$ cat src/design/alm_pkg.sv
// ----------------------------------------------------------------------------
// alm_pkg
// Shared types and constants for the array-backed linked list manager.
// ----------------------------------------------------------------------------
`default_nettype none

package alm_pkg;

	localparam int SLOTS      = 8;
	localparam int IDX_W      = 3;
	localparam int VALUE_BITS = 16;
	localparam int STEP_W     = $clog2(SLOTS + 2);

	typedef enum logic [1:0] {
		FN_INSERT,
		FN_UPDATE,
		FN_DELETE,
		FN_NOP
	} func_t;

	typedef enum logic [1:0] {
		STAT_OK,
		STAT_NOT_FOUND,
		STAT_FULL,
		STAT_HEAD
	} status_t;

	typedef enum logic [2:0] {
		S_IDLE,
		S_INS_WALK,
		S_INS_SCAN,
		S_UPD_WALK,
		S_DEL_START,
		S_DEL_WALK,
		S_FINISH
	} state_t;

	typedef struct packed {
		logic    in_ready;
		logic    load;
		logic    done;
		status_t res_status;
		logic    res_cur;
		logic    adv_cur;
		logic    adv_prev;
		logic    inc_steps;
		logic    scan_inc;
		logic    wr_insert;
		logic    wr_update;
		logic    wr_delete;
		logic    out_load;
	} cmd_t;

	typedef struct packed {
		func_t in_func;
		logic  cur_valid;
		logic  cur_is_node;
		logic  node_is_head;
		logic  steps_at_limit;
		logic  steps_over;
		logic  cand_free;
		logic  scan_last;
		logic  out_free;
	} stat_t;

endpackage

`default_nettype wire

$ cat src/design/alm_ctrl.sv
// ----------------------------------------------------------------------------
// alm_ctrl
// Sequencer for insert, update and delete walks over the slot store.
// ----------------------------------------------------------------------------
`default_nettype none

module alm_ctrl import alm_pkg::*; (
	input  wire   clk,
	input  wire   arst_n,
	input  wire   in_valid,
	input  stat_t stat,
	output cmd_t  cmd
);

	state_t state_q;
	state_t state_d;

	always_ff @(posedge clk or negedge arst_n) begin
		if (!arst_n) begin
			state_q <= S_IDLE;
		end else begin
			state_q <= state_d;
		end
	end

	always_comb begin
		state_d = state_q;
		unique case (state_q)
			S_IDLE: begin
				if (in_valid) begin
					unique case (stat.in_func)
						FN_INSERT: state_d = S_INS_WALK;
						FN_UPDATE: state_d = S_UPD_WALK;
						FN_DELETE: state_d = S_DEL_START;
						default:   state_d = S_FINISH;
					endcase
				end
			end
			S_INS_WALK: begin
				if (!stat.cur_valid) begin
					state_d = S_INS_SCAN;
				end else if (stat.steps_at_limit) begin
					state_d = S_FINISH;
				end
			end
			S_INS_SCAN: begin
				if (stat.cand_free || stat.scan_last) begin
					state_d = S_FINISH;
				end
			end
			S_UPD_WALK: begin
				if (!stat.cur_valid || stat.steps_over || stat.cur_is_node) begin
					state_d = S_FINISH;
				end
			end
			S_DEL_START: begin
				if (stat.node_is_head || !stat.cur_valid) begin
					state_d = S_FINISH;
				end else begin
					state_d = S_DEL_WALK;
				end
			end
			S_DEL_WALK: begin
				if (!stat.cur_valid || stat.steps_over || stat.cur_is_node) begin
					state_d = S_FINISH;
				end
			end
			S_FINISH: begin
				if (stat.out_free) begin
					state_d = S_IDLE;
				end
			end
			default: state_d = S_IDLE;
		endcase
	end

	always_comb begin
		cmd = '0;
		cmd.res_status = STAT_OK;
		unique case (state_q)
			S_IDLE: begin
				cmd.in_ready = 1'b1;
				cmd.load     = in_valid;
			end
			S_INS_WALK: begin
				if (stat.cur_valid) begin
					if (stat.steps_at_limit) begin
						cmd.done       = 1'b1;
						cmd.res_status = STAT_FULL;
					end else begin
						cmd.adv_cur   = 1'b1;
						cmd.inc_steps = 1'b1;
					end
				end
			end
			S_INS_SCAN: begin
				if (stat.cand_free) begin
					cmd.wr_insert  = 1'b1;
					cmd.done       = 1'b1;
					cmd.res_status = STAT_OK;
					cmd.res_cur    = 1'b1;
				end else if (stat.scan_last) begin
					cmd.done       = 1'b1;
					cmd.res_status = STAT_FULL;
				end else begin
					cmd.scan_inc = 1'b1;
				end
			end
			S_UPD_WALK: begin
				if (!stat.cur_valid || stat.steps_over) begin
					cmd.done       = 1'b1;
					cmd.res_status = STAT_NOT_FOUND;
				end else if (stat.cur_is_node) begin
					cmd.wr_update  = 1'b1;
					cmd.done       = 1'b1;
					cmd.res_status = STAT_OK;
					cmd.res_cur    = 1'b1;
				end else begin
					cmd.adv_cur   = 1'b1;
					cmd.inc_steps = 1'b1;
				end
			end
			S_DEL_START: begin
				if (stat.node_is_head) begin
					cmd.done       = 1'b1;
					cmd.res_status = STAT_HEAD;
				end else if (!stat.cur_valid) begin
					cmd.done       = 1'b1;
					cmd.res_status = STAT_NOT_FOUND;
				end else begin
					cmd.adv_cur = 1'b1;
				end
			end
			S_DEL_WALK: begin
				if (!stat.cur_valid || stat.steps_over) begin
					cmd.done       = 1'b1;
					cmd.res_status = STAT_NOT_FOUND;
				end else if (stat.cur_is_node) begin
					cmd.wr_delete  = 1'b1;
					cmd.done       = 1'b1;
					cmd.res_status = STAT_OK;
					cmd.res_cur    = 1'b1;
				end else begin
					cmd.adv_cur   = 1'b1;
					cmd.adv_prev  = 1'b1;
					cmd.inc_steps = 1'b1;
				end
			end
			S_FINISH: begin
				cmd.out_load = stat.out_free;
			end
			default: begin
			end
		endcase
	end

endmodule

`default_nettype wire

$ cat src/design/alm_dpath.sv
// ----------------------------------------------------------------------------
// alm_dpath
// Slot store, walk pointers, free-slot scan and result register.
// ----------------------------------------------------------------------------
`default_nettype none

module alm_dpath import alm_pkg::*; (
	input  wire                  clk,
	input  wire                  arst_n,
	input  wire                  cfg_we,
	input  wire [IDX_W-1:0]      cfg_wdata,
	input  wire [23:0]           in_word,
	input  wire                  out_ready,
	input  cmd_t                 cmd,
	output stat_t                stat,
	output logic                 out_valid,
	output logic [7:0]           out_word
);

	logic [SLOTS-1:0]      valid_q;
	logic [VALUE_BITS-1:0] value_q [SLOTS];
	logic [IDX_W-1:0]      next_q  [SLOTS];

	logic [IDX_W-1:0]      head_q;
	logic [IDX_W-1:0]      node_q;
	logic [VALUE_BITS-1:0] data_q;
	logic [IDX_W-1:0]      start_q;
	logic [IDX_W-1:0]      cur_q;
	logic [IDX_W-1:0]      prev_q;
	logic [STEP_W-1:0]     steps_q;
	logic [IDX_W-1:0]      scan_q;
	status_t               pend_status_q;
	logic [IDX_W-1:0]      pend_index_q;
	logic                  out_valid_q;
	status_t               out_status_q;
	logic [IDX_W-1:0]      out_index_q;

	logic [IDX_W:0]        cand_sum;
	logic [IDX_W-1:0]      cand;
	logic [IDX_W-1:0]      cur_next;

	assign cand_sum = {1'b0, start_q} + {1'b0, scan_q};
	assign cand     = (cand_sum >= (IDX_W+1)'(SLOTS)) ?
		IDX_W'(cand_sum - (IDX_W+1)'(SLOTS)) : cand_sum[IDX_W-1:0];
	assign cur_next = next_q[cur_q];

	always_comb begin
		stat.in_func        = func_t'(in_word[1:0]);
		stat.cur_valid      = valid_q[cur_q];
		stat.cur_is_node    = (cur_q == node_q);
		stat.node_is_head   = (node_q == head_q);
		stat.steps_at_limit = (steps_q >= STEP_W'(SLOTS));
		stat.steps_over     = (steps_q > STEP_W'(SLOTS));
		stat.cand_free      = !valid_q[cand] && (cand != cur_q);
		stat.scan_last      = (scan_q == IDX_W'(SLOTS - 1));
		stat.out_free       = !out_valid_q || out_ready;
	end

	// control state
	always_ff @(posedge clk or negedge arst_n) begin
		if (!arst_n) begin
			valid_q     <= '0;
			head_q      <= '0;
			out_valid_q <= 1'b0;
		end else begin
			if (cfg_we) begin
				head_q <= cfg_wdata;
			end
			if (cmd.wr_insert) begin
				valid_q[cur_q] <= 1'b1;
			end
			if (cmd.wr_delete) begin
				valid_q[cur_q] <= 1'b0;
			end
			if (cmd.out_load) begin
				out_valid_q <= 1'b1;
			end else if (out_ready) begin
				out_valid_q <= 1'b0;
			end
		end
	end

	// slot payload
	always_ff @(posedge clk) begin
		if (cmd.wr_insert) begin
			value_q[cur_q] <= data_q;
			next_q[cur_q]  <= cand;
		end
		if (cmd.wr_update) begin
			value_q[cur_q] <= data_q;
		end
		if (cmd.wr_delete) begin
			next_q[prev_q] <= cur_next;
		end
	end

	// walk and result registers
	always_ff @(posedge clk) begin
		if (cmd.load) begin
			node_q        <= in_word[4:2];
			data_q        <= in_word[20:5];
			start_q       <= in_word[23:21];
			cur_q         <= head_q;
			prev_q        <= head_q;
			steps_q       <= '0;
			scan_q        <= '0;
			pend_status_q <= STAT_OK;
			pend_index_q  <= '0;
		end else begin
			if (cmd.adv_cur) begin
				cur_q <= cur_next;
			end
			if (cmd.adv_prev) begin
				prev_q <= cur_q;
			end
			if (cmd.inc_steps) begin
				steps_q <= steps_q + STEP_W'(1);
			end
			if (cmd.scan_inc) begin
				scan_q <= scan_q + IDX_W'(1);
			end
			if (cmd.done) begin
				pend_status_q <= cmd.res_status;
				pend_index_q  <= cmd.res_cur ? cur_q : '0;
			end
		end
		if (cmd.out_load) begin
			out_status_q <= pend_status_q;
			out_index_q  <= pend_index_q;
		end
	end

	assign out_valid = out_valid_q;
	assign out_word  = {3'b000, out_index_q, out_status_q};

endmodule

`default_nettype wire

$ cat src/design/array_linked_list_manager.sv
// ----------------------------------------------------------------------------
// array_linked_list_manager
// Singly linked list kept in a fixed store of slots: insert, update, delete.
// ----------------------------------------------------------------------------
// channel   dir  handshake                      word
// s_axis    in   s_axis_tvalid / s_axis_tready  func, node_index, data_value, start_slot
// m_axis    out  m_axis_tvalid / m_axis_tready  status, result_index
// cfg       in   cfg_we                         head_index
//
// One word at a time. A no-op goes straight to the result; an update follows
// links from the head; a delete on the head returns a head status, else it
// follows links past the first; an insert follows links to an empty slot, then scans slots.
// The walk advances one link per cycle through the next-index store.
// Reset empties every slot at once (valid flops) and sets head to 0.
// A finished result is held in the output register; a stalled output
// holds the sequencer only when the next result is ready.
// ----------------------------------------------------------------------------
`default_nettype none

module array_linked_list_manager import alm_pkg::*; (
	input  wire         clk,
	input  wire         arst_n,
	input  wire         s_axis_tvalid,
	output logic        s_axis_tready,
	// [1:0] func, [4:2] node_index, [20:5] data_value, [23:21] start_slot
	input  wire  [23:0] s_axis_tdata,
	output logic        m_axis_tvalid,
	input  wire         m_axis_tready,
	// [1:0] status, [4:2] result_index, [7:5] zero
	output logic [7:0]  m_axis_tdata,
	input  wire         cfg_we,
	input  wire  [2:0]  cfg_wdata
);

	cmd_t  cmd;
	stat_t stat;

	alm_ctrl u_ctrl (
		.clk      (clk),
		.arst_n   (arst_n),
		.in_valid (s_axis_tvalid),
		.stat     (stat),
		.cmd      (cmd)
	);

	alm_dpath u_dpath (
		.clk       (clk),
		.arst_n    (arst_n),
		.cfg_we    (cfg_we),
		.cfg_wdata (cfg_wdata),
		.in_word   (s_axis_tdata),
		.out_ready (m_axis_tready),
		.cmd       (cmd),
		.stat      (stat),
		.out_valid (m_axis_tvalid),
		.out_word  (m_axis_tdata)
	);

	assign s_axis_tready = cmd.in_ready;

	a_one_at_a_time: assert property (@(posedge clk) disable iff (!arst_n)
		s_axis_tvalid && s_axis_tready |=> !s_axis_tready)
		else $error("second word accepted while busy");

	a_load_when_free: assert property (@(posedge clk) disable iff (!arst_n)
		cmd.out_load |-> (!m_axis_tvalid || m_axis_tready))
		else $error("result overwritten before taken");

	a_error_index_zero: assert property (@(posedge clk) disable iff (!arst_n)
		m_axis_tvalid && (m_axis_tdata[1:0] != STAT_OK) |-> (m_axis_tdata[4:2] == 3'd0))
		else $error("error result with nonzero index");

	a_single_write: assert property (@(posedge clk) disable iff (!arst_n)
		$onehot0({cmd.wr_insert, cmd.wr_update, cmd.wr_delete, cmd.load}))
		else $error("conflicting store commands");

endmodule

`default_nettype wire
$ cat config.mk
export PLATFORM = sky130hd
export DESIGN_NAME = array_linked_list_manager
export DESIGN_NICKNAME = d
export VERILOG_FILES = /design/src/design/alm_pkg.sv /design/src/design/alm_ctrl.sv /design/src/design/alm_dpath.sv /design/src/design/array_linked_list_manager.sv
export SDC_FILE = /design/constraint.sdc
export NUM_CORES = 1
export LEC_CHECK = 0
export BUFFER_PORTS_ARGS = -buffer_cell sky130_fd_sc_hd__buf_2
export CORE_MARGIN = 2
export CORE_UTILIZATION = 50
export DETAILED_ROUTE_END_ITERATION = 6
export PLACE_DENSITY = 0.72
export SYNTH_ARGS = -nofsm -noshare
export SYNTH_HDL_FRONTEND = slang
export SYNTH_HIERARCHICAL = 1
export SYNTH_SLANG_ARGS = --single-unit
$ cat constraint.sdc
create_clock -name clk -period 3.18 [get_ports clk]
set_input_delay 0.159 -clock clk [delete_from_list [all_inputs] [get_ports clk]]
set_output_delay 0.159 -clock clk [all_outputs]
set_load 0.03 [all_outputs]
Yosys cells after proc, flatten, opt, wreduce, memory -nomap -nowiden

Memories as Yosys holds them, arrays and structs flattened. A register that Yosys moved wholly into a read port is not among the register bits.
Index checks and enable logic that the tools add are counted.

Register bits after elaboration: 44
Latch bits: 0
Bits in writable memories: 24
Bits in read-only memories: 0
Input bits: 32
Output and inout bits: 10
Logic and storage cells: 127
Memories kept: 1

Add/sub/neg operators: 4
Multiply operators: 0
Div/mod/pow operators: 0
Order comparisons: 6
Equal/unequal tests: 17
Shifts and indexed selects: 0
Muxes and demuxes: 64
Bitwise gates (word level): 3
Reductions and logical operators: 18

Memory list:

| memory         | depth | bits a word | rd ports | clocked after Yosys merged registers in | write ports | line            | text |
|---|---|---|---|---|---|---|---|
| u_dpath.next_q | 8     | 3           | 1        | 1                                       | 1           | alm_dpath.sv:22 | `logic [IDX_W-1:0] next_q [SLOTS];` |

Operators by type and width:

| cell                  | count |
|---|---|
| $mux W3               | 23 |
| $mux W1               | 24 |
| $pmux W3 S6           | 1 |
| $mux W8               | 2 |
| $eq A3 B3 Y1 const B  | 4 |
| $pmux W3 S4           | 1 |
| $pmux W3 S3           | 1 |
| $and A8 B8 Y8         | 1 |
| $ge A4 B4 Y1 const B  | 2 |
| $lt A3 B4 Y1 const B  | 2 |
| $mux W2               | 4 |
| $mux W4               | 2 |
| $not A8 Y8            | 1 |
| $or A8 B8 Y8          | 1 |
| $bmux W1 S3           | 2 |
| $eq A3 B2 Y1 const B  | 2 |
| $eq A3 B3 Y1          | 2 |
| $ne A2 B1 Y1 const B  | 3 |
| $pmux W1 S3           | 2 |
| $reduce_bool A2 Y1    | 3 |
| $logic_or A1 B1 Y1    | 5 |
| $reduce_and A5 Y1     | 1 |
| $add A3 B3 Y4         | 1 |
| $add A4 B1 Y4 const B | 1 |
| other kinds (18)      | 21 |

Logic depth before layout (Yosys ltp)

Gate-level depths: netlist of run 1.

Word-level depth: 12
Gate-level depth with buffers: 13

Modules after synthesis

Netlist of run 1, hierarchy kept.

Modules (own cells, without submodules):

| module    | times used | cells each | area each (um2) | sequential area each (um2) |
|---|---|---|---|---|
| alm_dpath | 1          | 284        | 3397.0          | 1831.8 |
| alm_ctrl  | 1          | 64         | 478.0           | 75.1 |

Worst setup path after synthesis of run 1

No wires, ideal clock.

Kind: reg2reg
From: reg u_dpath.scan_q[0]
To: mem u_dpath.next_q[1][0], enable pin
Data arrival time: 3029 ps
Required time: 2825 ps
Slack: -205 ps
Cell stages (with the launch flop): 11
Cell sequence: dfxtp_1 -> ha_1 -> inv_1 -> fa_1 -> clkbuf_1 -> mux4_2 -> a31oi_1 -> mux2_2 -> nor3b_1 -> nand2_1 -> o31ai_1

RTL lines:

| item                   | line             | text |
|---|---|---|
| start, declared        | alm_dpath.sv:31  | `logic [IDX_W-1:0] scan_q;` |
| start signal, assigned | alm_dpath.sv:120 | `scan_q <= scan_q + IDX_W'(1);` |
| end, declared          | alm_dpath.sv:22  |  |

==> metrics.txt, run 1 <==
run status completed; Clock Path Buffers 2; maximum vdd drop 443.8 uV; cells along the critical path ha_2 -> inv_2 -> fa_2 -> buf_4 -> xor2_1 -> a31oi_1 -> mux2_4 -> or3_1 -> nor2_1 -> mux2i_1 -> nor2_1; Root Buffer clkbuf_8; GRT Util Overall 0.2065; final net count 426; Clock Skews 10.61 ps; Die Width 91.99 um; port bufs 22; crit-path max FO 7; Slew Viols, Final 0; Clk Latency, worst-skew pair 350 ps; Clk pwr share 0.179; Critical Path Most Common Cell nor2_1; wire length of the first global-routing pass 13.46 mm; H-tree Lvls 3; area of the mapped netlist 3871 um^2; Pwr Total 4.741 mW; layout filler cell count 608; final setup margin 112.3 ps; GPL Wtd Cong 0.7996; GRT Residual Overflow 0; vias in the first global route 2827; total I/O pin count 42; worst rel slew slack 0.4965; Final setup viols 0; slowest cell on the critical path fa_2; RSZ-0062 raised after global routing yes; DPL Wire Length 5.833 mm; critical path arrival 3280 ps; internal power 2.822 mW; post-route ant nets 0; cell leakage power 1.769 nW; Comb pwr share 0.475; drt pass-1 iters 5; Min-Delay Path Class input pin to register; setup TNS 0 ps; switching part of the total power 0.4047; drc violations 0; initial antenna violation count 0; vias 2898; pin count of the biggest net entering global routing 24; Crit. End Element register; initial core utilization 0.5089; WL/cell 16.78 um; drt via density 5.855; Final Core Density 0.5972; Mapped Avg Cell Area 11.16 um^2; slowest stage delay, CP 610 ps; cts bufs inserted 9; worst-margin pin slew 749.5 ps; CORE AREA 7607 um^2; DR iter-0 viols 211; fmax 326.0 MHz; Mapped Cells 347; height of the die 91.99 um; diode count 0; clock period minus worst slack 3068 ps; Clock Pin Slew Worst Setup and Hold Paths 80 ps; CTS sink count 71; Net Sw Power 1.919 mW; Ys Warns 6; row cnt 32; DRT Wirelength 8.306 mm; Seq pwr share 0.346; layout cells sized above 1 0.2621; power per cell area 1044 nW/um^2; CP required 3390 ps; fin crit share 0.9647; crit start category register; Die Area 8462 um^2; kind of critical path register to register; CTS tree done; Area Overhead vs Synth 17.36%; Max-cap violations 0; Fin. Hold Viols 0; Post-Place Setup Slack -119.7 ps
==> final timing paths <==
check,from,end,slack (ps),depth (start not counted)
min in group asynchronous,arst_n,u_dpath/out_valid$_DFFE_PN0P_,250,2
worst min register to register,u_dpath/pend_index_q[1]$_SDFFE_PP0P_,u_dpath/out_index_q[1]$_DFFE_PP_,440,0
worst max register to register,u_dpath/scan_q[0]$_SDFFE_PP0P_,u_dpath/scan_q[1]$_SDFFE_PP0P_,110,11
worst max-delay path,u_dpath/scan_q[0]$_SDFFE_PP0P_,u_dpath/scan_q[1]$_SDFFE_PP0P_,110,11
max in group asynchronous,arst_n,u_dpath/head_q[2]$_DFFE_PN0P_,2670,2
worst min-delay path,cfg_wdata[1],u_dpath/head_q[1]$_DFFE_PN0P_,40,2
==> through the flow <==
stage / area [um^2] / hold WS, ps / cells
CTS: 4476 / 32.38 / 494
global placement: 4135 / 97.26 / 471
floorplan: 3889 / -136.6 / 349
finish: 4543 / 44.28 / 495
detailed placement: 4135 / 95.32 / 471
global route: 4543 / 44.48 / 495
==> repair_timing <==
action,in CTS,in global routing
hold buffers,7,0
pin swaps,0,4
hold endpoints to repair,21,0
endpoints found under the setup margin,15,35
setup buffers,0,1
resized for setup,7,19
==> state kept, by name (all words and copies together), names as in the netlist, named ones only <==
name / flops
u_dpath/node_q: 3
u_dpath/prev_q: 3
u_ctrl/state_q: 3
u_dpath/pend_index_q: 3
u_dpath/steps_q: 4
u_dpath/next_q: 24
u_dpath/out_status_q: 2
u_dpath/head_q: 3
u_dpath/out_valid: 1
u_dpath/valid_q: 8
u_dpath/out_index_q: 3
u_dpath/cur_q: 3
u_dpath/scan_q: 3
u_dpath/start_q: 3
u_dpath/pend_status_q: 2
==> placed cells by master (no fill, tap or decap), types with 3 or more instances in the layout <==
| cell | instances |
|---|---|
| nand2b_1 | 21 |
| nor3_1 | 5 |
| nor2_1 | 17 |
| o31ai_1 | 23 |
| o22ai_2 | 5 |
| dfxtp_1 | 14 |
| buf_2 | 22 |
| nor2b_1 | 3 |
| or2_2 | 3 |
| o21ai_2 | 5 |
| buf_4 | 19 |
| conb_1 | 3 |
| a31oi_1 | 6 |
| nand2_1 | 23 |
| nand3_1 | 3 |
| dfrtp_1 | 15 |
| o22a_1 | 3 |
| mux4_2 | 4 |
| inv_1 | 13 |
| o21ai_0 | 9 |
| nand4b_1 | 4 |
| xor2_1 | 8 |
| clkbuf_8 | 9 |
| o21a_1 | 3 |
| dlygate4sd3_1 | 7 |
| a21boi_0 | 3 |
| xnor2_1 | 6 |
| ha_1 | 4 |
| mux2i_1 | 19 |
| mux2_2 | 11 |
| a21oi_1 | 13 |
| edfxtp_1 | 41 |
| nand4bb_1 | 3 |
==> worst max-delay path: cells and delay by family, from the launching register on <==
family	cells	cell delay (ps)
adder cells (fa/ha/maj)	2	770
AND/OR/NAND/NOR	3	710
multiplexers	2	570
flip-flops	1	340
buffers and inverters	2	230
XOR/XNOR	1	190
AO/OA/AOI/OAI	1	110
==> power groups by stage <==
stage / registers [mW] / logic, mW / clock network, mW
after floorplan: 1.55 / 1.61 / 0
after global placement: 1.63 / 2.02 / 0
after detailed placement: 1.65 / 2.09 / 0
final: 1.64 / 2.25 / 0.850
after CTS: 1.63 / 2.14 / 0.860
after global routing: 1.67 / 2.45 / 0.900
==> metal layers <==
metal / track usage / wire length, um / vias up
met3: 0.04026 / 444 / 16
li1: - / - / 1370
met1: 0.2750 / 3694 / 1400
met2: 0.3303 / 4005 / 112
met5: 0 / 0 / -
met4: 0.08955 / 161 / 0
==> final cells by class <==
cell class                      instances  area [um^2]  share of cell area
Multi-Input combinational cell        241         1868              0.4112
Sequential cell                        71         1908              0.4200
Inverter                               15        56.30             0.01239
Tap cell                              102        127.6             0.02809
Timing Repair Buffer                   50        345.3             0.07601
Clock inverter                          6        88.84             0.01955
Clock buffer                           10        148.9             0.03277
(Power assumes the default switching activity.)
==> run 2, diff against run 1 <==
--- a/config.mk
+++ b/config.mk
@@ -10,6 +10,7 @@
 export CORE_UTILIZATION = 50
 export DETAILED_ROUTE_END_ITERATION = 6
 export PLACE_DENSITY = 0.72
+export RECOVER_POWER = 25
 export SYNTH_ARGS = -nofsm -noshare
 export SYNTH_HDL_FRONTEND = slang
 export SYNTH_HIERARCHICAL = 1
==> run 2 against run 1 <==
Non-clock buffer count unchanged. Combinational power is essentially flat. Critical path depth is 1 lower. Sequential share of layout area hardly changed. Clock power about the same. Sequential power is essentially flat. Clock skew about the same. Global-route usage is the same. Largest power group unchanged.
==> metrics.txt, run 2 (synthesis gave the netlist of run 1 again) <==
run status completed; crit start category register; vias in the first global route 2827 (unchanged); Worst Hold End u_dpath/head_q[1]$_DFFE_PN0P_; layout cells sized above 1 0.2545 (-0.007634); Root Buffer clkbuf_8; WL/cell 16.80 um (+0.13%); post-route ant nets 0 (unchanged); DRT Wirelength 8.317 mm (+0.13%); Clock Path Buffers 2 (unchanged); commonest non-fill, non-tap cell in the layout edfxtp_1; GRT Util Overall 0.2065 (unchanged); row cnt 32 (unchanged); Slew Viols, Final 0 (unchanged); Pwr Total 4.740 mW (about the same); Worst Hold Depth 2 (unchanged); drt pass-1 iters 5 (unchanged); final setup margin 106.7 ps (-5.539 ps); RSZ-0062 raised after global routing yes; total I/O pin count 42 (unchanged); Fin Hold WS 44.42 ps (+0.1385 ps); Register-to-Register Path Depth 10 (-1); R2R Setup Slk 110 ps (about the same); worst-margin pin slew 861.5 ps (+112.1 ps); Clk Latency, worst-skew pair 350 ps (about the same); leading cell types in the layout, fill and taps excluded edfxtp_1 (41), nand2_1 (23), o31ai_1 (23); pin count of the biggest net entering global routing 24 (unchanged); Final Core Density 0.5967 (about the same); Area Overhead vs Synth 17.26% (about the same); worst rel slew slack 0.4256 (-0.07088); cell leakage power 1.760 nW (-0.48%); height of the die 91.99 um (unchanged); initial antenna violation count 0 (unchanged); CTS sink count 71 (unchanged); Clock Pin Slew Worst Setup and Hold Paths 80 ps (about the same); port bufs 22 (unchanged); fin cells 495 (unchanged); kind of critical path register to register; Crit. End Element register; number of cells after detailed placement 471 (unchanged); Post-Place Setup Slack -119.7 ps (unchanged); GPL Wtd Cong 0.7996 (unchanged); critical path arrival 3120 ps (-160 ps); Critical R2R Launch u_dpath/scan_q[0]$_SDFFE_PP0P_; Fin. Hold Viols 0 (unchanged); Post-DP Area 4135 um^2 (unchanged); DR iter-0 viols 206 (-2.4%); CP required 3220 ps (-170 ps); drt via density 5.848 (-0.10%); Min-Delay Path Class input pin to register; diode count 0 (unchanged); CTS tree done; Reg with most FFs u_dpath/next_q; max FFs per register 24 (unchanged); Final setup viols 0 (unchanged); worst hold start cfg_wdata[1]; CORE AREA 7607 um^2 (unchanged); maximum vdd drop 444.4 uV (+0.13%); Clock Skews 10.61 ps (-0.004300 ps); crit-path max FO 5 (-2); clock period minus worst slack 3073 ps (+5.539 ps); end of the worst register-to-register path u_dpath/next_q[1][1]$_DFFE_PP_; H-tree Lvls 3 (unchanged); design area 4539 um^2 (about the same); drc violations 0 (unchanged); Die Area 8462 um^2 (unchanged); initial core utilization 0.5089 (unchanged); power per cell area 1044 nW/um^2 (about the same); Max-cap violations 0 (unchanged); cts bufs inserted 9 (unchanged); vias 2895 (-0.10%); GRT Residual Overflow 0 (unchanged); final net count 426 (unchanged); DPL Wire Length 5.833 mm (unchanged); Die Width 91.99 um (unchanged); fin crit share 0.9664 (+0.001742); setup TNS 0 ps (unchanged); biggest regs u_dpath/next_q x24, u_dpath/valid_q x8, u_dpath/steps_q x4; fmax 325.4 MHz (-0.18%); wire length of the first global-routing pass 13.46 mm (unchanged)
[run 2: worst max path at each step]
stage / start / end / slack (ps) / cells after the start
after global placement: u_dpath/scan_q[0]$_SDFFE_PP0P_ / u_dpath/next_q[7][1]$_DFFE_PP_ / 10 / 10
final: u_dpath/scan_q[0]$_SDFFE_PP0P_ / u_dpath/next_q[1][1]$_DFFE_PP_ / 110 / 10
after CTS: u_dpath/scan_q[0]$_SDFFE_PP0P_ / u_dpath/pend_status_q[1]$_SDFFE_PP0P_ / 30 / 11
after floorplan: u_dpath/scan_q[0]$_SDFFE_PP0P_ / u_dpath/next_q[1][0]$_DFFE_PP_ / 20 / 10
after detailed placement: u_dpath/scan_q[0]$_SDFFE_PP0P_ / u_dpath/next_q[7][0]$_DFFE_PP_ / -120 / 10
after global routing: u_dpath/scan_q[0]$_SDFFE_PP0P_ / u_dpath/scan_q[1]$_SDFFE_PP0P_ / -30 / 11
[run 2: worst max-delay path, cell delays in order, from the launching register on]
cell and delay, ps:
dfxtp_2 340, ha_2 160, inv_2 40, fa_2 610, mux4_2 540, a31oi_1 170, mux2_4 190, nor3b_4 180
buf_6 170, nand2_8 80, o31ai_4 280
[run 2: report_power, final]
group          total [mW]  leakage (nW)  internal, mW  switching [mW]
Clock               0.850         0.122         0.492           0.358
Sequential           1.64         0.678          1.34           0.304
Combinational        2.25         0.960         0.992            1.26
[run 2: repair_timing]
action | in CTS | in global routing
hold buffers | 7 | 0
buffers inserted | 0 | 1
endpoints found under the hold margin | 21 | 0
gates cloned | 0 | 0
resized for setup | 7 | 19
setup endpoints to repair | 15 | 35
pin swaps | 0 | 4
[run 2: layout make-up]
type	instances	area, um^2
sequential	71	1908
inverter	15	56.30
fill	609	3068
timing repair buffer	50	341.6
tap	102	127.6
clock inverter	6	88.84
clock buffer	10	148.9
multi-input combinational	241	1868
[run 2: routing by layer]
metal	track usage	vias to the layer above	share of wire
li1	-	1368	-
met1	0.2750	1407	0.45
met2	0.3303	106	0.48
met3	0.04026	14	0.055
met4	0.08955	0	0.018
met5	0	-	0
